===== config.mk =====
export PLATFORM = sky130hd
export DESIGN_NAME = greedy_palette_slot_assign_top
export DESIGN_NICKNAME = d
export VERILOG_FILES = /design/src/design/gpsa_pkg.sv /design/src/design/greedy_palette_slot_assign_top.sv
export SDC_FILE = /design/constraint.sdc
export NUM_CORES = 1
export LEC_CHECK = 0
export BUFFER_PORTS_ARGS = -buffer_cell sky130_fd_sc_hd__buf_2
export CAP_MARGIN = 20
export CORE_MARGIN = 3
export CORE_UTILIZATION = 55
export CTS_BUF_LIST = sky130_fd_sc_hd__clkbuf_4 sky130_fd_sc_hd__clkbuf_8
export DETAILED_ROUTE_END_ITERATION = 16
export PLACE_DENSITY = 0.72
export SETUP_SLACK_MARGIN = 0.3
export SYNTH_ARGS = -nofsm -noshare
export SYNTH_HDL_FRONTEND = slang
export SYNTH_SLANG_ARGS = --single-unit

===== constraint.sdc =====
create_clock -name clk_i -period 11.6 [get_ports clk_i]
set_input_delay 0.58 -clock clk_i [delete_from_list [all_inputs] [get_ports clk_i]]
set_output_delay 0.58 -clock clk_i [all_outputs]
set_load 0.02 [all_outputs]

===== src/design/gpsa_pkg.sv =====
// Package for the palette slot assigner: palette table and fixed codes.
package gpsa_pkg;

  localparam int unsigned NumSlots = 16;
  localparam int unsigned SlotW = 4;
  localparam int unsigned ChanW = 8;
  localparam int unsigned DistW = 18;

  localparam logic [SlotW-1:0] WhiteSlot = 4'd7;
  localparam logic [NumSlots-1:0] NeutralMaskReset = 16'h8989;

  localparam logic [ChanW-1:0] LvlZero = 8'h00;
  localparam logic [ChanW-1:0] LvlLow  = 8'h55;
  localparam logic [ChanW-1:0] LvlHigh = 8'hAA;
  localparam logic [ChanW-1:0] LvlFull = 8'hFF;

  typedef struct packed {
    logic [ChanW-1:0] red;
    logic [ChanW-1:0] green;
    logic [ChanW-1:0] blue;
  } rgb_t;

  // ANSI palette entry, table order.
  function automatic rgb_t pal_rgb(input logic [SlotW-1:0] idx);
    rgb_t c;
    case (idx)
      4'd0:  c = '{LvlZero, LvlZero, LvlZero};
      4'd1:  c = '{LvlHigh, LvlZero, LvlZero};
      4'd2:  c = '{LvlZero, LvlHigh, LvlZero};
      4'd3:  c = '{LvlHigh, LvlLow,  LvlZero};
      4'd4:  c = '{LvlZero, LvlZero, LvlHigh};
      4'd5:  c = '{LvlHigh, LvlZero, LvlHigh};
      4'd6:  c = '{LvlZero, LvlHigh, LvlHigh};
      4'd7:  c = '{LvlHigh, LvlHigh, LvlHigh};
      4'd8:  c = '{LvlLow,  LvlLow,  LvlLow};
      4'd9:  c = '{LvlFull, LvlLow,  LvlLow};
      4'd10: c = '{LvlLow,  LvlFull, LvlLow};
      4'd11: c = '{LvlFull, LvlFull, LvlLow};
      4'd12: c = '{LvlLow,  LvlLow,  LvlFull};
      4'd13: c = '{LvlFull, LvlLow,  LvlFull};
      4'd14: c = '{LvlLow,  LvlFull, LvlFull};
      default: c = '{LvlFull, LvlFull, LvlFull};
    endcase
    return c;
  endfunction

  // Absolute difference of two channel values.
  function automatic logic [ChanW-1:0] abs_diff(input logic [ChanW-1:0] a,
                                                input logic [ChanW-1:0] b);
    return (a > b) ? (a - b) : (b - a);
  endfunction

endpackage


===== src/design/greedy_palette_slot_assign_top.sv =====
// Greedy nearest-color palette slot assigner: top level with scan sequencer.
// After an input transfer the single distance unit scores the palette entries in
//   table order, one per cycle, holding on the last while a result is unclaimed.
//   m_axis_tvalid rises when the scan finishes; no request is taken during the scan.
// A finished result waits in the output register while the next request is taken.
// Reset (rst_ni low, asynchronous): taken marks cleared, neutral mask 0x8989,
//   sequencer idle, no result pending.
module greedy_palette_slot_assign_top
  import gpsa_pkg::*;
#(
  parameter int unsigned PALETTE_SIZE = 16
) (
  input  logic        clk_i,
  input  logic        rst_ni,
  // Configuration: neutral_mask
  input  logic        cfg_we_i,
  input  logic [15:0] cfg_wdata_i,
  // Request stream
  input  logic        s_axis_tvalid,
  output logic        s_axis_tready,
  input  logic [23:0] s_axis_tdata,  // [7:0] red, [15:8] green, [23:16] blue
  input  logic [1:0]  s_axis_tuser,  // [0] neutral_only, [1] new_set
  // Result stream
  output logic        m_axis_tvalid,
  input  logic        m_axis_tready,
  output logic [7:0]  m_axis_tdata,  // [3:0] slot, [7:4] zero
  output logic [0:0]  m_axis_tuser   // [0] no_free_slot
);

  localparam logic [SlotW-1:0] LastIdx = SlotW'(PALETTE_SIZE - 1);

  // Sequencer states
  localparam logic StIdle = 1'b0;
  localparam logic StScan = 1'b1;

  logic                state_q, state_d;
  logic [SlotW-1:0]    idx_q, idx_d;
  logic [NumSlots-1:0] taken_q, taken_d;
  logic [NumSlots-1:0] neutral_mask_q;
  logic [NumSlots-1:0] elig_q, elig_d;
  rgb_t                req_q;
  logic                found_q, found_d;
  logic [SlotW-1:0]    best_q, best_d;
  logic [DistW-1:0]    best_dist_q, best_dist_d;
  logic                out_valid_q, out_valid_d;
  logic [SlotW-1:0]    out_slot_q;
  logic                out_nofree_q;

  logic                in_xfer;
  logic                out_xfer;
  logic                out_free;
  logic                last;
  logic                step;
  logic                finish;
  rgb_t                pal;
  logic [DistW-1:0]    cand_dist;
  logic                cand_take;
  logic                found_nxt;
  logic [SlotW-1:0]    best_nxt;
  logic [NumSlots-1:0] taken_base;

  assign in_xfer  = s_axis_tvalid & s_axis_tready;
  assign out_xfer = m_axis_tvalid & m_axis_tready;
  assign out_free = ~out_valid_q | m_axis_tready;
  assign last     = (idx_q == LastIdx);
  // Hold on the last entry while the previous result is still unclaimed.
  assign step     = (state_q == StScan) & (~last | out_free);
  assign finish   = step & last;

  // Shared distance unit: one palette entry per cycle, held on the last entry while a result is unclaimed.
  always_comb begin
    logic [ChanW-1:0] dr, dg, db;
    pal = pal_rgb(idx_q);
    dr  = abs_diff(req_q.red,   pal.red);
    dg  = abs_diff(req_q.green, pal.green);
    db  = abs_diff(req_q.blue,  pal.blue);
    cand_dist = DistW'(dr * dr) + DistW'(dg * dg) + DistW'(db * db);
  end

  // Strict compare keeps the first minimum in table order.
  assign cand_take = elig_q[idx_q] & (~found_q | (cand_dist < best_dist_q));
  assign found_nxt = found_q | elig_q[idx_q];
  assign best_nxt  = cand_take ? idx_q : best_q;

  // Clear the marks first when the request opens a new set.
  assign taken_base = s_axis_tuser[1] ? '0 : taken_q;

  always_comb begin
    state_d     = state_q;
    idx_d       = idx_q;
    taken_d     = taken_q;
    elig_d      = elig_q;
    found_d     = found_q;
    best_d      = best_q;
    best_dist_d = best_dist_q;
    out_valid_d = out_valid_q;

    if (out_xfer) begin
      out_valid_d = 1'b0;
    end

    case (state_q)
      StIdle: begin
        if (in_xfer) begin
          taken_d = taken_base;
          elig_d  = ~taken_base & (s_axis_tuser[0] ? neutral_mask_q : '1);
          idx_d   = '0;
          found_d = 1'b0;
          best_d  = WhiteSlot;
          state_d = StScan;
        end
      end
      StScan: begin
        if (step) begin
          found_d = found_nxt;
          best_d  = best_nxt;
          if (cand_take) begin
            best_dist_d = cand_dist;
          end
          idx_d = idx_q + 1'b1;
        end
        if (finish) begin
          // White is marked even when it was not eligible.
          taken_d     = taken_q | (NumSlots'(1) << best_nxt);
          out_valid_d = 1'b1;
          state_d     = StIdle;
        end
      end
      default: state_d = StIdle;
    endcase
  end

  always_ff @(posedge clk_i or negedge rst_ni) begin
    if (!rst_ni) begin
      state_q        <= StIdle;
      taken_q        <= '0;
      neutral_mask_q <= NeutralMaskReset;
      out_valid_q    <= 1'b0;
    end else begin
      state_q     <= state_d;
      taken_q     <= taken_d;
      out_valid_q <= out_valid_d;
      if (cfg_we_i) begin
        neutral_mask_q <= cfg_wdata_i;
      end
    end
  end

  // Datapath registers: no reset needed.
  always_ff @(posedge clk_i) begin
    idx_q       <= idx_d;
    elig_q      <= elig_d;
    found_q     <= found_d;
    best_q      <= best_d;
    best_dist_q <= best_dist_d;
    if (in_xfer) begin
      req_q.red   <= s_axis_tdata[7:0];
      req_q.green <= s_axis_tdata[15:8];
      req_q.blue  <= s_axis_tdata[23:16];
    end
    if (finish) begin
      out_slot_q   <= best_nxt;
      out_nofree_q <= ~found_nxt;
    end
  end

  assign s_axis_tready   = (state_q == StIdle);
  assign m_axis_tvalid   = out_valid_q;
  assign m_axis_tdata    = {4'b0000, out_slot_q};
  assign m_axis_tuser[0] = out_nofree_q;

endmodule


Yosys cells after proc, flatten, opt, wreduce, memory -nomap -nowiden
Memory sizes are Yosys's and may differ from the RTL's. A register that Yosys moved wholly into a read port is not among the register bits.
Index checks and enable logic that the tools add are counted.
{ "op_classes": {"addsub": 9, "mul": 3, "magnitude_cmp": 5, "eq_ne": 4, "n_shift": 1, "mux": 27, "bitwise": 17, "n_reduce_logical": 4} }
{ "ops": {"columns": ["cell", "n"], "rows": [
  ["16-bit two-way mux", 4],
  ["8-bit by 8-bit multiplier with 16-bit output", 3],
  ["8-bit subtractor", 6],
  ["16-bit one-hot mux with 2 select lines", 1],
  ["8-bit greater-than comparator", 3],
  ["4-bit two-way mux", 6],
  ["8-bit two-way mux", 3],
  ["17-bit by 16-bit adder with 18-bit output", 1],
  ["18-bit less-than comparator", 1],
  ["16-bit by 16-bit adder with 17-bit output", 1],
  ["16-bit bitwise AND", 1],
  ["16-bit NOT", 1],
  ["16-bit bitwise OR", 1],
  ["4-bit one-hot mux with 2 select lines", 2],
  ["1-bit by 4-bit << shifter with 16-bit output (first input constant)", 1],
  ["1-bit two-way mux", 8],
  ["2-bit by 1-bit != test with 1-bit output (second input constant)", 3],
  ["2-bit AND reduction", 3],
  ["1-bit bitwise AND", 5],
  ["4-bit by 5-bit less-than comparator with 1-bit output (second input constant)", 1],
  ["1-bit NOT", 5],
  ["4-bit by 1-bit adder with 4-bit output (second input constant)", 1],
  ["1-bit binary-select mux with 4-bit select", 1],
  ["4-bit == test (second input constant)", 1],
  ["other kinds (3)", 7]
]} }
{ "totals": {"reg_bits": 106, "rom_bits": 384, "in_bits": 47, "output_inout_bits": 11, "word_cells": 85, "mem_count": 1} }
{ "memory_table": {"columns": ["name", "words", "width", "read_ports", "rd_ports_with_merged_regs", "wr", "line_no", "rtl"], "rows": [
  ["(no name shown)", 16, 24, 1, 1, 0, "gpsa_pkg.sv:26", "case (idx)"]
]} }

Logic depth before layout (Yosys ltp)
{ "logic_depth": {"word_depth": 13, "ltp_mapped": 43, "ltp_nobuf": 41} }

Worst setup path before layout
OpenSTA, ideal clock, no wires.
{ "synth_timing": {"path_type": "flip-flop to flip-flop", "startpoint": "register pal[22] (netlist name)", "endpoint": "register best_dist_q[0] (enable)", "setup_time_ns": 0.395, "arrival_time_ns": 10.154, "required_ns": 11.205, "setup_slack_ns": 1.051, "stages_incl_launch_ff": 37, "path_buffers": 2, "period_less_slack_ns": 10.549, "cell_sequence": "dfxtp_1 > ha_1 > inv_1 > fa_1 > a211oi_1 > o21ai_1 > and4b_1 > nor3_1 > mux2_2 > buf_2 > or3_1 > fa_1 > fa_1 > fa_1 > inv_1 > fa_1 > fa_1 > inv_1 > fa_1 > fa_1 > inv_1 > ha_1 > a21o_1 > a21oi_1 > o21a_1 > nor2_1 > a211oi_1 > nor2_1 > xor2_1 > ha_1 > a21o_1 > a21o_1 > a21oi_1 > o21ai_0 > a211oi_2 > buf_6 > nor2b_1"} }
{ "synth_between": {"elab_chain_cells": 9, "elab_cells_between_ends": 11, "cone_classes": "add/sub (4); mul (1); order compare (2); mux (1); bitwise (2); reduce/logical (1)"} }
{ "synth_lines": {"columns": ["item", "line_no", "rtl"], "rows": [
  ["8-bit subtractor or 8-bit greater-than comparator (tied branches)", "gpsa_pkg.sv:50", "return (a > b) ? (a - b) : (b - a);"],
  ["8-bit two-way mux (*)", "gpsa_pkg.sv:50", null],
  ["8-bit by 8-bit multiplier with 16-bit output (*)", "greedy_palette_slot_assign_top.sv:77", "cand_dist = DistW'(dr * dr) + DistW'(dg * dg) + DistW'(db * db);"],
  ["16-bit by 16-bit adder with 17-bit output (*)", "greedy_palette_slot_assign_top.sv:77", null],
  ["17-bit by 16-bit adder with 18-bit output (*)", "greedy_palette_slot_assign_top.sv:77", null],
  ["via cand_dist[15]", "greedy_palette_slot_assign_top.sv:56", "logic [DistW-1:0] cand_dist;"],
  ["18-bit less-than comparator (*)", "greedy_palette_slot_assign_top.sv:81", "assign cand_take = elig_q[idx_q] & (~found_q | (cand_dist < best_dist_q));"],
  ["1-bit bitwise OR (*)", "greedy_palette_slot_assign_top.sv:81", null],
  ["1-bit bitwise AND (*)", "greedy_palette_slot_assign_top.sv:81", null],
  ["3-bit AND reduction (no source line) (*)", null, null],
  ["end signal: assignment", "greedy_palette_slot_assign_top.sv:155", "best_dist_q <= best_dist_d;"],
  ["end: declaration", "greedy_palette_slot_assign_top.sv:44", "logic [DistW-1:0] best_dist_q, best_dist_d;"]
]} }
Mark *: on every way through the listed nets, which the timed path passes. The rest lies on a longest branch.
A chain may end at the register's enable or synchronous reset.

Worst setup path after layout
{ "layout_timing": {"startpoint": "register pal[21] (netlist name)", "endpoint": "register best_q[1], data pin"} }
{ "layout_between": {"elab_chain_cells": 11, "elab_cells_between_ends": 13, "cone_classes": "add/sub (4); mul (1); order compare (2); mux (4); bitwise (2)"} }
{ "layout_lines": {"columns": ["item", "line_no", "rtl"], "rows": [
  ["8-bit subtractor or 8-bit greater-than comparator (tied branches)", "gpsa_pkg.sv:50", null],
  ["8-bit two-way mux (*)", "gpsa_pkg.sv:50", null],
  ["8-bit by 8-bit multiplier with 16-bit output (*)", "greedy_palette_slot_assign_top.sv:77", null],
  ["16-bit by 16-bit adder with 17-bit output (*)", "greedy_palette_slot_assign_top.sv:77", null],
  ["17-bit by 16-bit adder with 18-bit output (*)", "greedy_palette_slot_assign_top.sv:77", null],
  ["via cand_dist[15]", "greedy_palette_slot_assign_top.sv:56", null],
  ["18-bit less-than comparator (*)", "greedy_palette_slot_assign_top.sv:81", null],
  ["1-bit bitwise OR (*)", "greedy_palette_slot_assign_top.sv:81", null],
  ["1-bit bitwise AND (*)", "greedy_palette_slot_assign_top.sv:81", null],
  ["4-bit two-way mux (*)", "greedy_palette_slot_assign_top.sv:83", "assign best_nxt = cand_take ? idx_q : best_q;"],
  ["via best_nxt[1]", "greedy_palette_slot_assign_top.sv:59", "logic [SlotW-1:0] best_nxt;"],
  ["4-bit two-way mux (*)", "greedy_palette_slot_assign_top.sv:114", "if (step) begin"],
  ["4-bit one-hot mux with 2 select lines (*)", "greedy_palette_slot_assign_top.sv:102", "case (state_q)"],
  ["end signal: assignment", "greedy_palette_slot_assign_top.sv:154", "best_q <= best_d;"],
  ["end: declaration", "greedy_palette_slot_assign_top.sv:43", "logic [SlotW-1:0] best_q, best_d;"]
]} }
Mark *: on every way through the listed nets, which the timed path passes. The rest lies on a longest branch. The select of a mux whose other input is x is not followed.

==> results.toml <==
[timing]
finalMaxSlewViolations = 0
fin_skew_ns = 0.02675
hold_viol = 0
setup_viol = 0
rsz0062_at_grt = "no"
worstMarginPinSlew_ns = 1.058
max_freq_mhz = 93.92
timing.setup.tns_ns = 0
fin_crit_sh_pct = 91.79
relSlewSlack_pct = 29.18
fin_crit_ns = 10.65

[setup_path]
cp.required_ns = 11.74
crit_type = "register to register"
critPathMaxStageDelay_ns = 0.54
cp-start-kind = "register"
crit_fanout = 13
crit_slowest_cell = "fa_1"
crit_top_cell = "fa_1"
worstPathArrival_ns = 10.79
endpoint_kind = "register"

[grt]
overflow = 0
grt_max_degree = 62
grt_first_pass_wirelength_um = 43470
grt_pass1_vias = 9010
grt_usage_pct = 21.61
antenna_found_initial = 0

[die]
ios = 58
fp.dieH_um = 158.0
rows = 54
die_w_um = 158.0
initial_core_util_pct = 57.14
die_area_um2 = 24950
core-area_um2 = 22230

[cts]
root_buffer = "clkbuf_8"
post_cts_resized = 0
clk_pin_slew_ns = 0.13
cts_tree = "yes"
cts.sinks = 111
cts_buffers = 9
cts-htree-levels = 3
post-cts-setup-buffers = 0
clockBufferDepth = 2
clock_latency_ns = 0.40
cts_hold_buf = 0

[yosys]
ys_ff_latch = 111
synth_seq_area_share_pct = 24.57
netlist.area_leader.share_pct = 21.75
synth_area_um2 = 12700
synth_area_leader_cell = "fa_1"
synthArstFlopShare_pct = 30.63
synth_common_cells = "inv_1, ha_1, fa_1"
synth_warnings = 0
syn_inst = 1305
syn_area_per_cell_um2 = 9.733
yosys_most_used_dff = "edfxtp_1"
synth_edf_count = 72
synth_most_common_cell = "inv_1"
synth.distinct_cells = 83
synthTopCellsByArea = "fa_1, edfxtp_1, ha_1"

[min_path]
hp-class = "input port to asynchronous set/reset pin"

[placement]
portBuffers = 53
place.gp.congestion = 0.8881
dp_hpwl_um = 21160
dp.cells = 1615

[final_layout]
drive_gt1_share_pct = 10.58
diodes = 0
syn2layout_area_growth_pct = 5.851
fin_cells = 1631
nets = 1674

[outcome]
outcome = "complete, no violations"

[detailed_routing]
antenna_left = 0
routedWlPerCell_um = 15.76
drt_iter0_drc = 509
drt-total-wl_um = 25710
avgViaCountPerCell = 5.614
route.detailed.drc = 0
dr_total_vias = 9156
dr.pass1.iters = 7

[flow_run]
drv_cap = 0
-- critical path, delay by kind of cell (launching register included) --
family	cells	cell delay (ns)
fa+ha+maj	10	4.71
compound gates	14	3.00
simple gates	4	0.80
buf+inv	6	0.74
mux	2	0.52
flops	1	0.46
xor+xnor	1	0.17
-- cell families after synthesis --
| family | synth area share (%) |
|---|---|
| flip-flops | 24.57 |
| XOR/XNOR | 2.049 |
| adder cells (fa/ha/maj) | 35.84 |
| AND/OR/NAND/NOR | 12.27 |
| other | 0.02952 |
| multiplexers | 3.201 |
| AO/OA/AOI/OAI | 12.26 |
| buffers and inverters | 9.781 |
-- cells in the final DEF (no fill, tap or decap), types with 28 or more instances in the layout --
cell,synthesis,final
inv_1,273,273
buf_2,12,53
fa_1,138,138
edfxtp_1,72,72
nand2_1,93,93
dfrtp_1,28,28
o21ai_0,39,39
nor2_1,76,76
a21oi_1,42,42
ha_1,143,142
-- final timing paths --
kind                            startpoint           endpoint  slack [ns]  cells past startpoint
setup / recovery                   pal[21]          best_q[1]        0.95                     37
hold / removal                      rst_ni  neutral_mask_q[5]        0.22                      1
setup reg to reg                   pal[21]          best_q[1]        0.95                     37
hold reg to reg              m_axis_tvalid      m_axis_tvalid        0.51                      2
max in group asynchronous           rst_ni        taken_q[15]       10.88                      1
min in group clk_i         s_axis_tdata[4]          req_q[20]        0.35                      1
-- layer usage --
layer  global-route usage (%)  up-vias  wire length, um
li1                         -     4413                -
met1                    31.23     4482            11900
met2                    35.48      239            12210
met3                    2.706       22             1297
met4                    4.424        0              298
met5                        0        -                0
-- metrics by stage --
stage	worst slack [ns]	utilization [%]	hold WS (ns)	cell area (um2)
after floorplan	1.051	-	0.2844	12710
after global routing	0.3275	60.49	0.2631	13450
after CTS	0.8969	60.47	0.2199	13440
after detailed placement	0.9540	59.49	0.4810	13220
after global placement	1.171	59.49	0.4716	13220
final	0.9529	60.49	0.2218	13450
-- state kept, by name (all words and copies together), names as in the netlist --
name,count
best_dist_q,18
best_q,4
elig_q,16
found_q,1
idx_q,4
m_axis_tuser,1
m_axis_tvalid,1
neutral_mask_q,16
out_slot_q,4
pal,5
req_q,24
state_q,1
taken_q,16
-- cell type report --
cell class / count / area, um2
clock buffers: 9 / 123.9
clock inverters: 7 / 93.84
fillers: 1873 / 8783
inverters: 277 / 1040
multi-input cells: 882 / 8361
flip-flops and latches: 111 / 3122
well taps: 280 / 350.3
repair buffers: 65 / 355.3
Power is left out: the tool's default activity adds up to more than one toggle a clock period on the data nets, which glitch-free logic cannot reach.
